===== config.mk =====
export PLATFORM = sky130hd
export DESIGN_NAME = rle_sprite_span_compositor
export DESIGN_NICKNAME = d
export VERILOG_FILES = /design/src/rssc_pkg.sv /design/src/rssc_front.sv /design/src/rssc_queue.sv /design/src/rssc_back.sv /design/src/rle_sprite_span_compositor.sv
export SDC_FILE = /design/constraint.sdc
export NUM_CORES = 1
export LEC_CHECK = 0
export ABC_AREA = 1
export BUFFER_PORTS_ARGS = -buffer_cell sky130_fd_sc_hd__buf_2
export CORE_MARGIN = 2
export CORE_UTILIZATION = 40
export DETAILED_ROUTE_END_ITERATION = 10
export GPL_TIMING_DRIVEN = 0
export PLACE_DENSITY = 0.69
export SETUP_SLACK_MARGIN = 0.02
export SYNTH_ARGS = -nofsm -noshare
export SYNTH_HDL_FRONTEND = slang
export SYNTH_SLANG_ARGS = --single-unit

===== constraint.sdc =====
create_clock -name clock -period 6.86 [get_ports clock]
set_input_delay 1.715 -clock clock [delete_from_list [all_inputs] [get_ports clock]]
set_output_delay 1.715 -clock clock [all_outputs]
set_load 0.05 [all_outputs]

===== src/rssc_pkg.sv =====
// Shared types and constants for the run-length sprite span compositor.
// Used by every module of the block; has no dependencies of its own.
package rssc_pkg;

   // Clamp limits for the sprite size registers.
   localparam logic [9:0] MAX_WIDTH  = 10'd640;
   localparam logic [8:0] MAX_HEIGHT = 9'd480;

   // Depth of the queue between the front and back parts.
   localparam int QUEUE_DEPTH = 2;

   // Run status codes as they arrive on the input channel.
   localparam logic [1:0] ST_MORE = 2'd0;  // pixels left in line
   localparam logic [1:0] ST_EOL  = 2'd1;  // end of line
   localparam logic [1:0] ST_EOS  = 2'd2;  // end of sprite
   localparam logic [1:0] ST_RSVD = 2'd3;  // unused, treated as pixels left

   // Span kinds on the result channel.
   localparam logic [1:0] KIND_NONE   = 2'd0;
   localparam logic [1:0] KIND_WRITE  = 2'd1;
   localparam logic [1:0] KIND_SHADOW = 2'd2;

   // Transparent code of 256-color sprites.
   localparam logic [7:0] FULL_TRANSPARENT = 8'hFF;

   // Configuration register indexes.
   localparam logic [2:0] REG_MIRROR     = 3'd0;
   localparam logic [2:0] REG_FULL_COLOR = 3'd1;
   localparam logic [2:0] REG_SHADOW     = 3'd2;
   localparam logic [2:0] REG_BASE_COLOR = 3'd3;
   localparam logic [2:0] REG_WIDTH      = 3'd4;
   localparam logic [2:0] REG_HEIGHT     = 3'd5;
   localparam logic [2:0] REG_SKIP       = 3'd6;

   // Configuration register contents.
   typedef struct packed {
      logic       mirror;
      logic       full_color;
      logic       shadow_mode;
      logic [7:0] base_color;
      logic [9:0] span_width;
      logic [8:0] span_height;
      logic [9:0] skip_columns;
   } rssc_cfg_type;

   // A classified run as it waits in the queue.
   typedef struct packed {
      logic [1:0] status;
      logic [7:0] run_count;
      logic [1:0] kind;
      logic [7:0] color;
   } rssc_item_type;

endpackage


===== src/rssc_front.sv =====
// Front part: classifies an incoming run packet (opacity, kind, color, status).
// Depends on rssc_pkg.
module rssc_front import rssc_pkg::*; (
   input  rssc_cfg_type  cfg,
   input  logic [7:0]    pixel_value,
   input  logic [7:0]    run_count,
   input  logic [1:0]    run_status,
   output rssc_item_type item
);

   logic opaque;

   // A run is opaque unless transparent in its mode; 256-color shadow has none.
   assign opaque = (cfg.shadow_mode && (pixel_value != 8'h00)) ||
                   (cfg.full_color && (pixel_value != FULL_TRANSPARENT)) ||
                   (!cfg.full_color && (pixel_value != 8'h00));

   // Kind and color; shadow mode takes priority over the color modes.
   always_comb begin
      item.run_count = run_count;
      item.kind      = KIND_NONE;
      item.color     = 8'h00;
      if (opaque) begin
         if (cfg.shadow_mode) begin
            item.kind = KIND_SHADOW;
         end else begin
            item.kind = KIND_WRITE;
            if (cfg.full_color) begin
               item.color = {pixel_value[3:0], pixel_value[7:4]};
            end else begin
               item.color = pixel_value + cfg.base_color - 8'd1;
            end
         end
      end
      // The reserved status code behaves as pixels left in line.
      unique case (run_status)
         ST_EOL:           item.status = ST_EOL;
         ST_EOS:           item.status = ST_EOS;
         ST_MORE, ST_RSVD: item.status = ST_MORE;
         default:          item.status = ST_MORE;
      endcase
   end

endmodule


===== src/rssc_queue.sv =====
// Short queue of classified runs between the front and back parts.
// Depends on rssc_pkg.
module rssc_queue import rssc_pkg::*; (
   input  logic          clock,
   input  logic          reset,
   input  logic          push,
   input  rssc_item_type push_item,
   output logic          full,
   input  logic          pop,
   output logic          not_empty,
   output rssc_item_type head_item,
   output logic [$clog2(QUEUE_DEPTH+1)-1:0] level
);

   localparam int PtrWidth   = $clog2(QUEUE_DEPTH);
   localparam int LevelWidth = $clog2(QUEUE_DEPTH + 1);

   rssc_item_type               entry_ff [QUEUE_DEPTH];
   logic [PtrWidth-1:0]         wr_ptr_ff, wr_ptr_in;
   logic [PtrWidth-1:0]         rd_ptr_ff, rd_ptr_in;
   logic [LevelWidth-1:0]       count_ff, count_in;

   assign full      = (count_ff == LevelWidth'(QUEUE_DEPTH));
   assign not_empty = (count_ff != '0);
   assign head_item = entry_ff[rd_ptr_ff];
   assign level     = count_ff;

   // Pointer and fill count update.
   always_comb begin
      wr_ptr_in = wr_ptr_ff;
      rd_ptr_in = rd_ptr_ff;
      count_in  = count_ff;
      if (push) begin
         wr_ptr_in = (wr_ptr_ff == PtrWidth'(QUEUE_DEPTH - 1)) ? '0 : wr_ptr_ff + 1'b1;
      end
      if (pop) begin
         rd_ptr_in = (rd_ptr_ff == PtrWidth'(QUEUE_DEPTH - 1)) ? '0 : rd_ptr_ff + 1'b1;
      end
      if (push && !pop) begin
         count_in = count_ff + 1'b1;
      end else if (pop && !push) begin
         count_in = count_ff - 1'b1;
      end
   end

   always_ff @(posedge clock) begin
      if (reset) begin
         wr_ptr_ff <= '0;
         rd_ptr_ff <= '0;
         count_ff  <= '0;
      end else begin
         wr_ptr_ff <= wr_ptr_in;
         rd_ptr_ff <= rd_ptr_in;
         count_ff  <= count_in;
      end
   end

   // Entry storage holds payload only.
   always_ff @(posedge clock) begin
      if (push) begin
         entry_ff[wr_ptr_ff] <= push_item;
      end
   end

endmodule


===== src/rssc_back.sv =====
// Back part: tracks clipping, width, lines and column, and registers one span
// per run. Depends on rssc_pkg.
module rssc_back import rssc_pkg::*; (
   input  logic          clock,
   input  logic          reset,
   input  rssc_cfg_type  cfg,
   input  logic          item_valid,
   input  rssc_item_type item,
   output logic          item_pop,
   output logic          rsp_valid,
   input  logic          rsp_ready,
   output logic [8:0]    line_index,
   output logic [9:0]    start_column,
   output logic [7:0]    span_length,
   output logic [7:0]    color_value,
   output logic [1:0]    span_kind,
   output logic          sprite_done
);

   // Sprite walk state.
   logic [9:0] skip_left_ff, skip_left_in;
   logic [9:0] width_left_ff, width_left_in;
   logic [8:0] lines_left_ff, lines_left_in;
   logic [8:0] current_line_ff, current_line_in;
   logic [9:0] column_pos_ff, column_pos_in;
   logic       draining_ff, draining_in;
   logic       finished_ff, finished_in;

   // Output register.
   logic       rsp_valid_ff, rsp_valid_in;
   logic [8:0] line_ff, line_in;
   logic [9:0] column_ff, column_in;
   logic [7:0] length_ff, length_in;
   logic [7:0] color_ff, color_in;
   logic [1:0] kind_ff, kind_in;
   logic       done_ff, done_in;

   // Values loaded at a line start.
   logic [9:0] width_clamp;
   logic [8:0] height_clamp;
   logic [9:0] load_column;

   // State as seen by the current run, after a possible sprite start.
   logic [9:0] eff_skip;
   logic [9:0] eff_width;
   logic [8:0] eff_lines;
   logic [8:0] eff_line;
   logic [9:0] eff_column;
   logic       eff_draining;

   logic       skip_hit;
   logic [7:0] net_count;
   logic [7:0] run_len;
   logic [9:0] width_after;
   logic       end_line;
   logic       done;

   assign width_clamp  = (cfg.span_width > MAX_WIDTH) ? MAX_WIDTH : cfg.span_width;
   assign height_clamp = (cfg.span_height > MAX_HEIGHT) ? MAX_HEIGHT : cfg.span_height;
   assign load_column  = cfg.mirror ? width_clamp : 10'd0;

   // A run arriving after the sprite finished starts a new one.
   always_comb begin
      if (finished_ff) begin
         eff_skip     = cfg.skip_columns;
         eff_width    = width_clamp;
         eff_lines    = height_clamp;
         eff_line     = 9'd0;
         eff_column   = load_column;
         eff_draining = 1'b0;
      end else begin
         eff_skip     = skip_left_ff;
         eff_width    = width_left_ff;
         eff_lines    = lines_left_ff;
         eff_line     = current_line_ff;
         eff_column   = column_pos_ff;
         eff_draining = draining_ff;
      end
   end

   // Clipping and clamping of the run. When the run passes the clip, the
   // remaining skip is below the count and so fits in eight bits.
   assign skip_hit    = (eff_skip != 10'd0) && ({2'b00, item.run_count} <= eff_skip);
   assign net_count   = item.run_count - eff_skip[7:0];
   assign run_len     = ({2'b00, net_count} < eff_width) ? net_count : eff_width[7:0];
   assign width_after = eff_width - {2'b00, run_len};

   // Line end decision for draining and drawing runs.
   always_comb begin
      if (eff_draining) begin
         end_line = (item.status != ST_MORE);
      end else if (skip_hit) begin
         end_line = 1'b0;
      end else begin
         end_line = (width_after == 10'd0 && item.status != ST_MORE) ||
                    (width_after != 10'd0 && item.status != ST_MORE);
      end
   end

   assign done = end_line && ((item.status == ST_EOS) || (eff_lines <= 9'd1));

   // A run is taken when the output register is free or being emptied.
   assign item_pop = item_valid && (!rsp_valid_ff || rsp_ready);

   // Next state and next output.
   always_comb begin
      skip_left_in    = skip_left_ff;
      width_left_in   = width_left_ff;
      lines_left_in   = lines_left_ff;
      current_line_in = current_line_ff;
      column_pos_in   = column_pos_ff;
      draining_in     = draining_ff;
      finished_in     = finished_ff;
      line_in         = line_ff;
      column_in       = column_ff;
      length_in       = length_ff;
      color_in        = color_ff;
      kind_in         = kind_ff;
      done_in         = done_ff;
      rsp_valid_in    = rsp_valid_ff && !rsp_ready;
      if (item_pop) begin
         rsp_valid_in    = 1'b1;
         skip_left_in    = eff_skip;
         width_left_in   = eff_width;
         lines_left_in   = eff_lines;
         current_line_in = eff_line;
         column_pos_in   = eff_column;
         draining_in     = eff_draining;
         finished_in     = 1'b0;
         line_in         = eff_line;
         column_in       = eff_column;
         length_in       = 8'd0;
         color_in        = 8'h00;
         kind_in         = KIND_NONE;
         done_in         = done;
         if (!eff_draining) begin
            if (skip_hit) begin
               skip_left_in = eff_skip - {2'b00, item.run_count};
            end else begin
               // Drawing run: clamp, advance the column, maybe start draining.
               skip_left_in  = 10'd0;
               width_left_in = width_after;
               length_in     = run_len;
               color_in      = item.color;
               kind_in       = item.kind;
               column_pos_in = cfg.mirror ? eff_column - {2'b00, run_len}
                                          : eff_column + {2'b00, run_len};
               if (width_after == 10'd0 && item.status == ST_MORE) begin
                  draining_in = 1'b1;
               end
            end
         end
         // Line advance reloads the per-line values from the registers.
         if (end_line) begin
            lines_left_in   = (eff_lines != 9'd0) ? eff_lines - 9'd1 : 9'd0;
            current_line_in = eff_line + 9'd1;
            skip_left_in    = cfg.skip_columns;
            width_left_in   = width_clamp;
            column_pos_in   = load_column;
            draining_in     = 1'b0;
            finished_in     = done;
         end
      end
   end

   always_ff @(posedge clock) begin
      if (reset) begin
         skip_left_ff    <= 10'd0;
         width_left_ff   <= 10'd0;
         lines_left_ff   <= 9'd0;
         current_line_ff <= 9'd0;
         column_pos_ff   <= 10'd0;
         draining_ff     <= 1'b0;
         finished_ff     <= 1'b1;
         rsp_valid_ff    <= 1'b0;
      end else begin
         skip_left_ff    <= skip_left_in;
         width_left_ff   <= width_left_in;
         lines_left_ff   <= lines_left_in;
         current_line_ff <= current_line_in;
         column_pos_ff   <= column_pos_in;
         draining_ff     <= draining_in;
         finished_ff     <= finished_in;
         rsp_valid_ff    <= rsp_valid_in;
      end
   end

   // Output payload needs no reset.
   always_ff @(posedge clock) begin
      line_ff   <= line_in;
      column_ff <= column_in;
      length_ff <= length_in;
      color_ff  <= color_in;
      kind_ff   <= kind_in;
      done_ff   <= done_in;
   end

   assign rsp_valid    = rsp_valid_ff;
   assign line_index   = line_ff;
   assign start_column = column_ff;
   assign span_length  = length_ff;
   assign color_value  = color_ff;
   assign span_kind    = kind_ff;
   assign sprite_done  = done_ff;

endmodule


===== src/rle_sprite_span_compositor.sv =====
// Run-length sprite span compositor: one span result per run packet.
// A beat accepted on the input passes the queue and then the back part's output register.
// Throughput: one beat per cycle while the result side takes every beat.
// A two-entry queue parts input and result sides, so either may stall on its own.
// Reset (synchronous): queue empty, no result, sprite finished, registers at defaults.
module rle_sprite_span_compositor import rssc_pkg::*; (
   input  logic        clock,
   input  logic        reset,
   // Input channel
   input  logic        req_tvalid,
   output logic        req_tready,
   input  logic [15:0] req_tdata,   // [7:0] pixel_value, [15:8] run_count
   input  logic [1:0]  req_tuser,   // [1:0] run_status
   // Result channel
   output logic        rsp_tvalid,
   input  logic        rsp_tready,
   output logic [39:0] rsp_tdata,   // [8:0] line_index, [18:9] start_column,
                                    // [26:19] span_length, [34:27] color_value, zeros
   output logic [1:0]  rsp_tuser,   // [1:0] span_kind
   output logic        rsp_tlast,   // sprite_done
   // Configuration port
   input  logic        csr_psel,
   input  logic        csr_penable,
   input  logic        csr_pwrite,
   input  logic [4:0]  csr_paddr,
   input  logic [31:0] csr_pwdata,
   output logic [31:0] csr_prdata,
   output logic        csr_pready
);

   rssc_cfg_type  cfg_ff, cfg_in;
   rssc_item_type front_item;
   rssc_item_type head_item;
   logic          queue_full;
   logic          queue_not_empty;
   logic          queue_pop;
   logic [$clog2(QUEUE_DEPTH+1)-1:0] queue_level;
   logic          cfg_write;
   logic [2:0]    cfg_index;
   logic [8:0]    line_index;
   logic [9:0]    start_column;
   logic [7:0]    span_length;
   logic [7:0]    color_value;

   // Register file writes.
   assign csr_pready = 1'b1;
   assign cfg_write  = csr_psel && csr_penable && csr_pwrite;
   assign cfg_index  = csr_paddr[4:2];

   always_comb begin
      cfg_in = cfg_ff;
      if (cfg_write) begin
         case (cfg_index)
            REG_MIRROR:     cfg_in.mirror       = csr_pwdata[0];
            REG_FULL_COLOR: cfg_in.full_color   = csr_pwdata[0];
            REG_SHADOW:     cfg_in.shadow_mode  = csr_pwdata[0];
            REG_BASE_COLOR: cfg_in.base_color   = csr_pwdata[7:0];
            REG_WIDTH:      cfg_in.span_width   = csr_pwdata[9:0];
            REG_HEIGHT:     cfg_in.span_height  = csr_pwdata[8:0];
            REG_SKIP:       cfg_in.skip_columns = csr_pwdata[9:0];
            default:        cfg_in = cfg_ff;
         endcase
      end
   end

   always_ff @(posedge clock) begin
      if (reset) begin
         cfg_ff.mirror       <= 1'b0;
         cfg_ff.full_color   <= 1'b0;
         cfg_ff.shadow_mode  <= 1'b0;
         cfg_ff.base_color   <= 8'd0;
         cfg_ff.span_width   <= 10'd1;
         cfg_ff.span_height  <= 9'd1;
         cfg_ff.skip_columns <= 10'd0;
      end else begin
         cfg_ff <= cfg_in;
      end
   end

   // Register file reads.
   always_comb begin
      csr_prdata = 32'd0;
      case (cfg_index)
         REG_MIRROR:     csr_prdata = {31'd0, cfg_ff.mirror};
         REG_FULL_COLOR: csr_prdata = {31'd0, cfg_ff.full_color};
         REG_SHADOW:     csr_prdata = {31'd0, cfg_ff.shadow_mode};
         REG_BASE_COLOR: csr_prdata = {24'd0, cfg_ff.base_color};
         REG_WIDTH:      csr_prdata = {22'd0, cfg_ff.span_width};
         REG_HEIGHT:     csr_prdata = {23'd0, cfg_ff.span_height};
         REG_SKIP:       csr_prdata = {22'd0, cfg_ff.skip_columns};
         default:        csr_prdata = 32'd0;
      endcase
   end

   // Front part classifies each beat as it is accepted.
   rssc_front u_front (
      .cfg         (cfg_ff),
      .pixel_value (req_tdata[7:0]),
      .run_count   (req_tdata[15:8]),
      .run_status  (req_tuser),
      .item        (front_item)
   );

   assign req_tready = !queue_full;

   rssc_queue u_queue (
      .clock     (clock),
      .reset     (reset),
      .push      (req_tvalid && !queue_full),
      .push_item (front_item),
      .full      (queue_full),
      .pop       (queue_pop),
      .not_empty (queue_not_empty),
      .head_item (head_item),
      .level     (queue_level)
   );

   // Back part walks the sprite and holds the result beat.
   rssc_back u_back (
      .clock        (clock),
      .reset        (reset),
      .cfg          (cfg_ff),
      .item_valid   (queue_not_empty),
      .item         (head_item),
      .item_pop     (queue_pop),
      .rsp_valid    (rsp_tvalid),
      .rsp_ready    (rsp_tready),
      .line_index   (line_index),
      .start_column (start_column),
      .span_length  (span_length),
      .color_value  (color_value),
      .span_kind    (rsp_tuser),
      .sprite_done  (rsp_tlast)
   );

   assign rsp_tdata = {5'd0, color_value, span_length, start_column, line_index};

   // A span that writes nothing carries no color.
   a_no_color_without_write: assert property (@(posedge clock) disable iff (reset)
      (rsp_tvalid && rsp_tuser != KIND_WRITE) |-> (rsp_tdata[34:27] == 8'h00))
      else $error("color present on a span that writes nothing");

   // The input side stalls only while the queue is full.
   a_ready_tracks_queue: assert property (@(posedge clock) disable iff (reset)
      !req_tready |-> (queue_level == ($clog2(QUEUE_DEPTH+1))'(QUEUE_DEPTH)))
      else $error("input stalled with room in the queue");

   // A run leaves the queue only when one was waiting, and then a result follows.
   a_pop_gives_result: assert property (@(posedge clock) disable iff (reset)
      queue_pop |-> (queue_not_empty ##1 rsp_tvalid))
      else $error("run taken from the queue without a result");

endmodule


==> impl_metrics.py, run 1 <==
metrics = {
    "place": {
        "placement.cell_area_um2": 11800,
        "place_congestion": 0.940,
        "placement.setup.worst_slack_ps": 204,
        "port_buffers": 87,
        "detailedPlacementHpwl_um": 24000,
    },
    "critical_path": {
        "crit_start": "u_back.finished_ff",
        "cp_max_fo": 8,
        "timing.critical_path.buf_inv": 5,
        "worst-endpoint-arrival_ps": 6490,
        "critical_path_class": "reg2reg",
        "cp_slowest_cell": "sky130_fd_sc_hd__o21ai_0",
        "setup.worst_path.end_class": "register",
        "worstSetupStartpointType": "register",
        "crit_family": "compound AO/OA/AOI/OAI gates",
        "worstPathRequired_ps": 7230,
        "crit_path_largest_cell_delay_ps": 560,
        "crit-reg2reg-launch": "u_back.finished_ff",
    },
    "global_routing": {
        "first_global_vias": 9336,
        "antenna_found_initial": 0,
        "grt.total_usage_pct": 21.7,
        "first_pass_grt_wire_length_um": 48900,
        "grt-ovfl-total": 0,
        "grt_start_max_net_pins": 33,
    },
    "clock_network": {
        "cts_repair_resize_count": 0,
        "tritoncts": "yes",
        "clock_latency_at_the_later_pin_of_the_worst_skew_pair_ps": 430,
        "postCtsHoldBufs": 0,
        "cts-root-buf": "sky130_fd_sc_hd__clkbuf_16",
        "htreeDepth": 4,
        "cts_buffers": 17,
        "clock_tree.buffer_depth": 2,
        "clock_sink_count": 174,
        "clkTransAtPathRegs_ps": 70,
        "post_cts_setup_buffers": 0,
    },
    "logic_synthesis": {
        "ys.flop_type": "sky130_fd_sc_hd__dfxtp_1",
        "synth_seq_cells": 174,
        "yosys_warnings": 0,
        "synth_cell_types": 62,
        "synth.cell_area_um2": 10800,
        "syn_inst": 1413,
        "post_syn_area_per_cell_um2": 7.64,
        "async_sr_flop_fraction_pct": 0,
        "synth-edff-count": 78,
        "seq_area_frac_synth_pct": 39.5,
    },
    "final_layout": {
        "drive_gt1_share_pct": 13.9,
        "design_area_um2": 12400,
        "areaGrowthSynthToFinish_pct": 15.0,
        "antenna_cells_inserted": 0,
        "final_net_count": 1662,
        "layout_commonest_cell": "sky130_fd_sc_hd__nand2_1",
        "most_frequent_cells_in_the_layout": "253 x sky130_fd_sc_hd__nand2_1, 207 x sky130_fd_sc_hd__inv_1, 134 x sky130_fd_sc_hd__o21ai_0",
        "layout.core_utilization_pct": 46.5,
        "nFillCells": 2711,
    },
    "timing": {
        "timing.clock.skew_ps": 11.6,
        "post_route_setup_slack_ps": 735,
        "fin_crit_sh_pct": 89.3,
        "max_slew_margin_pct": 35.2,
        "rsz0062_at_grt": "no",
        "report.final.hold_viol_count": 0,
        "worstMarginPinSlew_ps": 963,
        "finalSetupViolCount": 0,
        "max_clock_freq_ghz": 0.163,
        "timing.setup.tns_ps": 0,
        "maxSlewViolCount": 0,
        "period_minus_slack_ps": 6130,
    },
    "routing": {
        "routed-via-count": 10039,
        "drt_first_iter_violations": 923,
        "drtAntennaViolNets": 0,
        "wirelength_um": 30800,
        "drcViolationCount": 0,
        "detail_route.first_pass.iterations": 6,
        "wire_per_inst_um": 16.2,
        "vias_per_cell": 5.28,
    },
    "floorplan": {
        "die_wd_um": 168,
        "placementRows": 60,
        "fp.dieH_um": 168,
        "start_util_pct": 40.4,
        "core_area_um2": 26700,
        "io_pins": 140,
        "die_footprint_um2": 28300,
    },
    "job": {
        "maxCapViolCount": 0,
    },
    "worst_hold_path": {
        "hp-start": "u_queue.rd_ptr_ff",
        "timing.hold.worst.class": "reg2reg",
    },
    "status": {
        "outcome": "finished clean",
    },
}
==> kinds of logic after synthesis <==
kind of cell | count (synthesis) | share of synthesized area (%)
other | 2 | 0.0695
AOI/OAI and AO/OA | 327 | 17.4
buffers and inverters | 297 | 11.7
DFF | 174 | 39.5
xor gates and xnor gates | 36 | 2.99
and+or+nand+nor | 512 | 20.9
muxes | 12 | 1.11
adders and majority gates | 53 | 6.42
==> final timing paths <==
check,end,slack [ps],cells past startpoint
max,u_back.column_pos_ff[9],730,40
min,register,470,1
max reg2reg,u_back.column_pos_ff[9],730,40
min reg2reg,register,470,1
==> layout make-up <==
cell class / instances / area [um^2] / share of cell area (%)
Clock inverter: 10 / 138 / 1.11
Multi-Input combinational cell: 968 / 5380 / 43.3
Clock buffer: 22 / 464 / 3.74
Sequential cell: 174 / 4270 / 34.3
Tap cell: 341 / 427 / 3.44
Timing Repair Buffer: 90 / 485 / 3.91
Buffer: 80 / 449 / 3.62
Inverter: 216 / 813 / 6.55
==> flip-flops by register name, summed over array words and instances (netlist names), 2 cells and up, named ones only <==
signal and cells:
cfg_ff 40, u_queue.entry_ff 40, u_back.column_pos_ff 10, u_back.skip_left_ff 10
u_back.start_column 10, u_back.width_left_ff 10, u_back.current_line_ff 9, u_back.line_index 9
u_back.lines_left_ff 9, u_back.color_value 8, u_back.span_length 8, u_back.span_kind 2
u_queue.level 2
==> per-stage QoR <==
| step | hold slack, ps | std cells |
|---|---|---|
| final | 465 | 1901 |
| after global routing | 487 | 1901 |
| after CTS | 465 | 1902 |
| after detailed placement | 455 | 1870 |
| after global placement | 438 | 1867 |
| after floorplan | 426 | 1439 |
==> cell usage after synthesis, drive strengths merged, types with 12 or more instances <==
cell	instances	area, um^2
nand2	263	1040
inv	215	810
o21ai	147	751
nor2	129	532
a21oi	99	503
dfxtp	96	1920
edfxtp	78	2340
nand3	64	335
ha	49	613
buf	45	314
clkbuf	36	135
xor2	28	253
nand4	23	150
a31oi	19	119
o211ai	18	135
mux2i	12	120
nor4	12	75.1
==> metal layers <==
metal	vias to the layer above	global-route usage (%)	share of wire, %
met3	52	2.89	6.7
li1	4926	-	-
met5	-	0	0
met2	371	36.2	47
met1	4690	28.8	44
met4	0	7.83	2.6
Power of run 1 is not shown: default switching activity piles up to over one toggle a cycle in this logic, so the estimate is an artifact.
==> inputs of run 2 (changes only) <==
--- a/config.mk
+++ b/config.mk
@@ -11,8 +11,9 @@
 export CORE_UTILIZATION = 40
 export DETAILED_ROUTE_END_ITERATION = 10
 export GPL_TIMING_DRIVEN = 0
-export PLACE_DENSITY = 0.69
+export PLACE_DENSITY = 0.68
 export SETUP_SLACK_MARGIN = 0.02
 export SYNTH_ARGS = -nofsm -noshare
 export SYNTH_HDL_FRONTEND = slang
+export SYNTH_HIERARCHICAL = 1
 export SYNTH_SLANG_ARGS = --single-unit
==> impl_metrics.py, run 2 <==
metrics = {
    "timing": {
        "period_minus_slack_ps": 6480,
        "finalSetupViolCount": 0,
        "fin_crit_sh_pct": 94.5,
        "max_slew_margin_pct": 41.1,
        "max_clock_freq_ghz": 0.154,
        "worstMarginPinSlew_ps": 880,
        "report.final.hold_viol_count": 0,
        "maxSlewViolCount": 0,
        "timing.clock.skew_ps": 15.6,
    },
    "routing": {
        "drt_first_iter_violations": 901,
        "detail_route.first_pass.iterations": 5,
        "routed-via-count": 10623,
        "drtAntennaViolNets": 0,
        "wirelength_um": 31500,
        "wire_per_inst_um": 15.1,
        "vias_per_cell": 5.10,
        "drcViolationCount": 0,
    },
    "logic_synthesis": {
        "synth_common_cells": "353 x sky130_fd_sc_hd__nand2_1, 197 x sky130_fd_sc_hd__nor2_1, 192 x sky130_fd_sc_hd__inv_1, 96 x sky130_fd_sc_hd__dfxtp_1, 79 x sky130_fd_sc_hd__nand3_1",
        "netlist_top_cells_area": "sky130_fd_sc_hd__edfxtp_1 20%, sky130_fd_sc_hd__dfxtp_1 17%, sky130_fd_sc_hd__nand2_1 11%",
        "synth_largest_type_area_fraction_pct": 20.1,
        "synth.cell_area_um2": 11600,
        "seq_area_frac_synth_pct": 36.6,
        "synth.largest_area_cell": "sky130_fd_sc_hd__edfxtp_1",
        "yosys_warnings": 6,
        "most_frequently_used_cell_type_in_the_post_synthesis_netlist": "sky130_fd_sc_hd__nand2_1",
        "synth_cell_types": 64,
        "async_sr_flop_fraction_pct": 0,
        "ys.flop_type": "sky130_fd_sc_hd__dfxtp_1",
        "syn_inst": 1553,
        "synth-edff-count": 78,
        "synth_seq_cells": 174,
        "post_syn_area_per_cell_um2": 7.49,
    },
    "floorplan": {
        "die_wd_um": 175,
        "fp.dieH_um": 175,
        "placementRows": 62,
        "start_util_pct": 40.5,
        "core_area_um2": 28700,
        "die_footprint_um2": 30500,
        "io_pins": 140,
    },
    "global_routing": {
        "antenna_found_initial": 0,
        "grt-busiest-layer": "met2",
        "globalRouteMet1Util_pct": 27.1,
        "grtUsageMet2_pct": 34.5,
        "first_global_vias": 9866,
        "grt-ovfl-total": 0,
        "use_met3_pct": 2.91,
        "first_pass_grt_wire_length_um": 50000,
        "grt_start_max_net_pins": 31,
        "grt.total_usage_pct": 20.6,
    },
    "clock_network": {
        "clock_sink_count": 174,
        "postCtsHoldBufs": 0,
        "clock_latency_at_the_later_pin_of_the_worst_skew_pair_ps": 440,
        "tritoncts": "yes",
        "htreeDepth": 4,
        "clock_tree.buffer_depth": 2,
        "cts_buffers": 17,
        "clkTransAtPathRegs_ps": 80,
        "cts-root-buf": "sky130_fd_sc_hd__clkbuf_16",
    },
    "critical_path": {
        "setup.worst_path.end_class": "register",
        "cp_max_fo": 10,
        "worstSetupStartpointType": "register",
        "crit_path_largest_cell_delay_ps": 440,
        "critical_path_class": "reg2reg",
        "crit-reg2reg-launch": "u_back/finished_ff",
        "crit-reg2reg-capture": "u_back/column_pos_ff[9]",
        "ff2ff_setup_slack_ps": 380,
        "cp_slowest_cell": "sky130_fd_sc_hd__o21ai_0",
        "worst-endpoint-arrival_ps": 6850,
        "ff2ff_path_depth": 42,
        "crit_top_cell": "sky130_fd_sc_hd__nor2_1",
        "worstPathRequired_ps": 7230,
    },
    "final_layout": {
        "layout.core_utilization_pct": 46.6,
        "layout_commonest_cell": "sky130_fd_sc_hd__nand2_1",
        "areaGrowthSynthToFinish_pct": 15.0,
        "registers_with_the_most_flip_flops": "cfg_ff: 40 flops, u_queue/entry_ff: 40 flops",
        "drive_gt1_share_pct": 18.8,
        "final_net_count": 1806,
        "most_frequent_cells_in_the_layout": "353 x sky130_fd_sc_hd__nand2_1, 196 x sky130_fd_sc_hd__nor2_1, 191 x sky130_fd_sc_hd__inv_1",
        "antenna_cells_inserted": 0,
    },
    "place": {
        "place_congestion": 0.932,
        "port_buffers": 77,
        "detailedPlacementHpwl_um": 24100,
    },
    "worst_hold_path": {
        "whs_endpoint": "u_back/current_line_ff[1]",
        "timing.hold.worst.class": "reg2reg",
        "hp-start": "u_back/current_line_ff[1]",
        "timing.hold.worst_path_depth": 2,
    },
    "status": {
        "outcome": "finished clean",
    },
    "job": {
        "maxCapViolCount": 0,
    },
}
run 2: stage by stage:
| stage | hold WS, ps | setup TNS [ps] | area, um^2 | worst slack, ps | std cells |
|---|---|---|---|---|---|
| detailed placement | 460 | -268 | 12600 | -268 | 2042 |
| finish | 469 | 0 | 13400 | 380 | 2084 |
| CTS | 470 | 0 | 13200 | 51.5 | 2073 |
| global route | 493 | -67.0 | 13400 | -67.0 | 2084 |
| floorplan | 444 | 0 | 11700 | 981 | 1579 |
| global placement | 452 | -124 | 12600 | -124 | 2040 |
run 2: worst max-delay path by stage:
stage                       start                 endpoint  slack [ps]  cells past startpoint
2_1_floorplan  u_back/finished_ff  u_back/column_pos_ff[9]         980                     43
3_3_place_gp   u_back/finished_ff  u_back/column_pos_ff[9]        -120                     38
3_5_place_dp   u_back/finished_ff  u_back/column_pos_ff[9]        -270                     38
4_1_cts        u_back/finished_ff  u_back/column_pos_ff[9]          50                     44
5_1_grt        u_back/finished_ff  u_back/column_pos_ff[9]         -70                     42
6_report       u_back/finished_ff  u_back/column_pos_ff[9]         380                     42
run 2: kinds of logic after synthesis:
| group | count (synthesis) | share of synthesized area (%) |
|---|---|---|
| AND/OR/NAND/NOR | 755 | 29.1 |
| buffers and inverters | 315 | 12.2 |
| AO/OA/AOI/OAI | 199 | 10.5 |
| flip-flops | 174 | 36.6 |
| adder cells (fa/ha/maj) | 57 | 6.39 |
| XOR/XNOR | 30 | 2.39 |
| multiplexers | 21 | 2.67 |
| other | 2 | 0.0645 |
run 2: routing by layer:
layer  up-vias  wire [um]  share of wire (%)
li1       5265          -                  -
met1      4967      13900                 44
met2       331      14900                 48
met3        60       1750                5.6
met4         0        834                2.7
met5         -          0                  0
run 2: layout make-up:
type                            count  area, um^2
Buffer                             89         589
Clock buffer                       19         433
Clock inverter                     13         146
Fill cell                        2905       15300
Inverter                          224         846
Multi-Input combinational cell   1090        6110
Sequential cell                   174        4270
Tap cell                          384         480
Timing Repair Buffer               91         507
run 2: what timing repair did:
item | CTS | global route
setup endpoints to repair | 1 | 2
gates resized for setup | 4 | 24
pin swaps | 1 | 6
buffers inserted | 1 | 11
run 2: worst max-delay path: cells and delay by family (launching register included):
kind / cells / cell delay [ps]
compound gates: 13 / 2170
simple gates: 17 / 1550
fa+ha+maj: 4 / 1290
buf+inv: 6 / 660
flops: 1 / 380
xor+xnor: 2 / 360
Power of run 2 is left out for the same reason.
==> inputs of run 3 (changes only) <==
--- a/config.mk
+++ b/config.mk
@@ -9,8 +9,9 @@
 export BUFFER_PORTS_ARGS = -buffer_cell sky130_fd_sc_hd__buf_2
 export CORE_MARGIN = 2
 export CORE_UTILIZATION = 40
+export CTS_CLUSTER_SIZE = 14
 export DETAILED_ROUTE_END_ITERATION = 10
-export GPL_TIMING_DRIVEN = 0
+export GPL_TIMING_DRIVEN = 1
 export PLACE_DENSITY = 0.68
 export SETUP_SLACK_MARGIN = 0.02
 export SYNTH_ARGS = -nofsm -noshare
==> impl_metrics.py, run 3 (synthesis results as in run 2) <==
metrics = {
    "floorplan": {
        "die_wd_um": 175,
        "core_area_um2": 28700,
        "placementRows": 62,
        "fp.dieH_um": 175,
        "start_util_pct": 40.5,
        "die_footprint_um2": 30500,
        "io_pins": 140,
    },
    "timing": {
        "timing.clock.skew_ps": 18.6,
        "finalSetupViolCount": 0,
        "max_clock_freq_ghz": 0.159,
        "timing.setup.tns_ps": 0,
        "report.final.hold_viol_count": 0,
        "maxSlewViolCount": 0,
        "max_slew_margin_pct": 15.2,
        "fin_crit_sh_pct": 91.8,
        "rsz0062_at_grt": "no",
        "final.hold.worst_slack_ps": 467,
        "worstMarginPinSlew_ps": 1270,
        "period_minus_slack_ps": 6300,
    },
    "clock_network": {
        "clock_latency_at_the_later_pin_of_the_worst_skew_pair_ps": 450,
        "postCtsHoldBufs": 0,
        "clkTransAtPathRegs_ps": 80,
        "cts-root-buf": "sky130_fd_sc_hd__clkbuf_16",
        "clock_tree.buffer_depth": 2,
        "post_cts_setup_buffers": 0,
        "cts_buffers": 17,
        "clock_sink_count": 174,
        "tritoncts": "yes",
        "htreeDepth": 4,
    },
    "routing": {
        "drtAntennaViolNets": 0,
        "drt_first_iter_violations": 771,
        "vias_per_cell": 5.07,
        "routed-via-count": 10164,
        "detail_route.first_pass.iterations": 6,
        "wire_per_inst_um": 14.7,
        "wirelength_um": 29500,
        "drcViolationCount": 0,
    },
    "place": {
        "detailedPlacementHpwl_um": 21900,
        "port_buffers": 87,
        "place_congestion": 0.911,
    },
    "critical_path": {
        "cp_max_fo": 10,
        "worstPathRequired_ps": 7240,
        "worst-endpoint-arrival_ps": 6680,
        "crit_path_largest_cell_delay_ps": 450,
        "crit-reg2reg-launch": "u_back/finished_ff",
        "critical_path_class": "reg2reg",
        "crit_top_cell": "sky130_fd_sc_hd__nor2_1",
        "cp_slowest_cell": "sky130_fd_sc_hd__dfxtp_2",
        "crit_start": "u_back/finished_ff",
        "worstSetupStartpointType": "register",
        "setup.worst_path.end_class": "register",
    },
    "final_layout": {
        "regArea_um2": 4270,
        "antenna_cells_inserted": 0,
        "multi_input_area_um2": 6070,
        "areaGrowthSynthToFinish_pct": 10.3,
        "layout_commonest_cell": "sky130_fd_sc_hd__nand2_1",
        "drive_gt1_share_pct": 15.8,
        "registers_with_the_most_flip_flops": "cfg_ff: 40 flops, u_queue/entry_ff: 40 flops",
        "nFillCells": 2887,
        "most_frequent_cells_in_the_layout": "353 x sky130_fd_sc_hd__nand2_1, 196 x sky130_fd_sc_hd__nor2_1, 192 x sky130_fd_sc_hd__inv_1",
        "final_net_count": 1728,
    },
    "job": {
        "maxCapViolCount": 0,
    },
    "global_routing": {
        "antenna_found_initial": 0,
        "grt_start_max_net_pins": 52,
        "first_pass_grt_wire_length_um": 47500,
        "grt.total_usage_pct": 19.4,
        "grt-ovfl-total": 0,
        "first_global_vias": 9400,
    },
    "status": {
        "outcome": "finished clean",
    },
    "worst_hold_path": {
        "timing.hold.worst.class": "reg2reg",
        "hp-start": "u_back/lines_left_ff[4]",
    },
}
-- run 3: cell types whose count changed in the layout (fill, tap and decap cells not counted), sizes merged --
| cell | change |
|---|---|
| clkbuf | -17 |
| clkinvlp | -1 |
| clkinv | +3 |
| bufinv | -1 |
| buf | -62 |
-- run 3: final timing paths --
kind / endpoint / slack [ps] / cells past startpoint
worst min-delay path: u_back/lines_left_ff[4] / 470 / 2
worst min register to register: u_back/lines_left_ff[4] / 470 / 2
worst max register to register: u_back/column_pos_ff[9] / 560 / 44
worst max-delay path: u_back/column_pos_ff[9] / 560 / 44
-- run 3: timing repair --
item                                    in CTS  in global routing
endpoints found under the setup margin       0                  1
endpoints found under the hold margin        0                  0
gates resized for setup                      0                  7
-- run 3: metal layers --
layer | global-route usage [%] | vias up | wire [um]
li1 | - | 5105 | -
met1 | 26.0 | 4690 | 13200
met2 | 31.8 | 319 | 13800
met4 | 6.18 | 0 | 674
met3 | 3.48 | 50 | 1770
met5 | 0 | - | 0
-- run 3: final cells by class --
type / count / area share (%)
inverters: 224 / 6.57
well taps: 384 / 3.74
clock inverters: 14 / 1.39
multi-input cells: 1090 / 47.3
clock buffers: 18 / 3.51
flip-flops and latches: 174 / 33.2
repair buffers: 102 / 4.27
-- run 3: through the flow --
stage	area [um^2]	util, %	setup slack [ps]	std cells
2_1_floorplan	11700	-	981	1579
3_3_place_gp	12200	42.5	346	1974
3_5_place_dp	12200	42.5	208	1974
5_1_grt	12800	44.7	20.9	2006
6_report	12800	44.7	564	2006
4_1_cts	12800	44.6	200	2006
-- run 3: critical path: cells and delay by family, from the launching register on --
kind | cells | cell delay (ps)
AND/OR/NAND/NOR | 19 | 1800
AO/OA/AOI/OAI | 12 | 1770
adder cells (fa/ha/maj) | 5 | 1350
buffers and inverters | 6 | 480
flip-flops | 1 | 450
XOR/XNOR | 2 | 380
Power of run 3 is left out for the same reason.
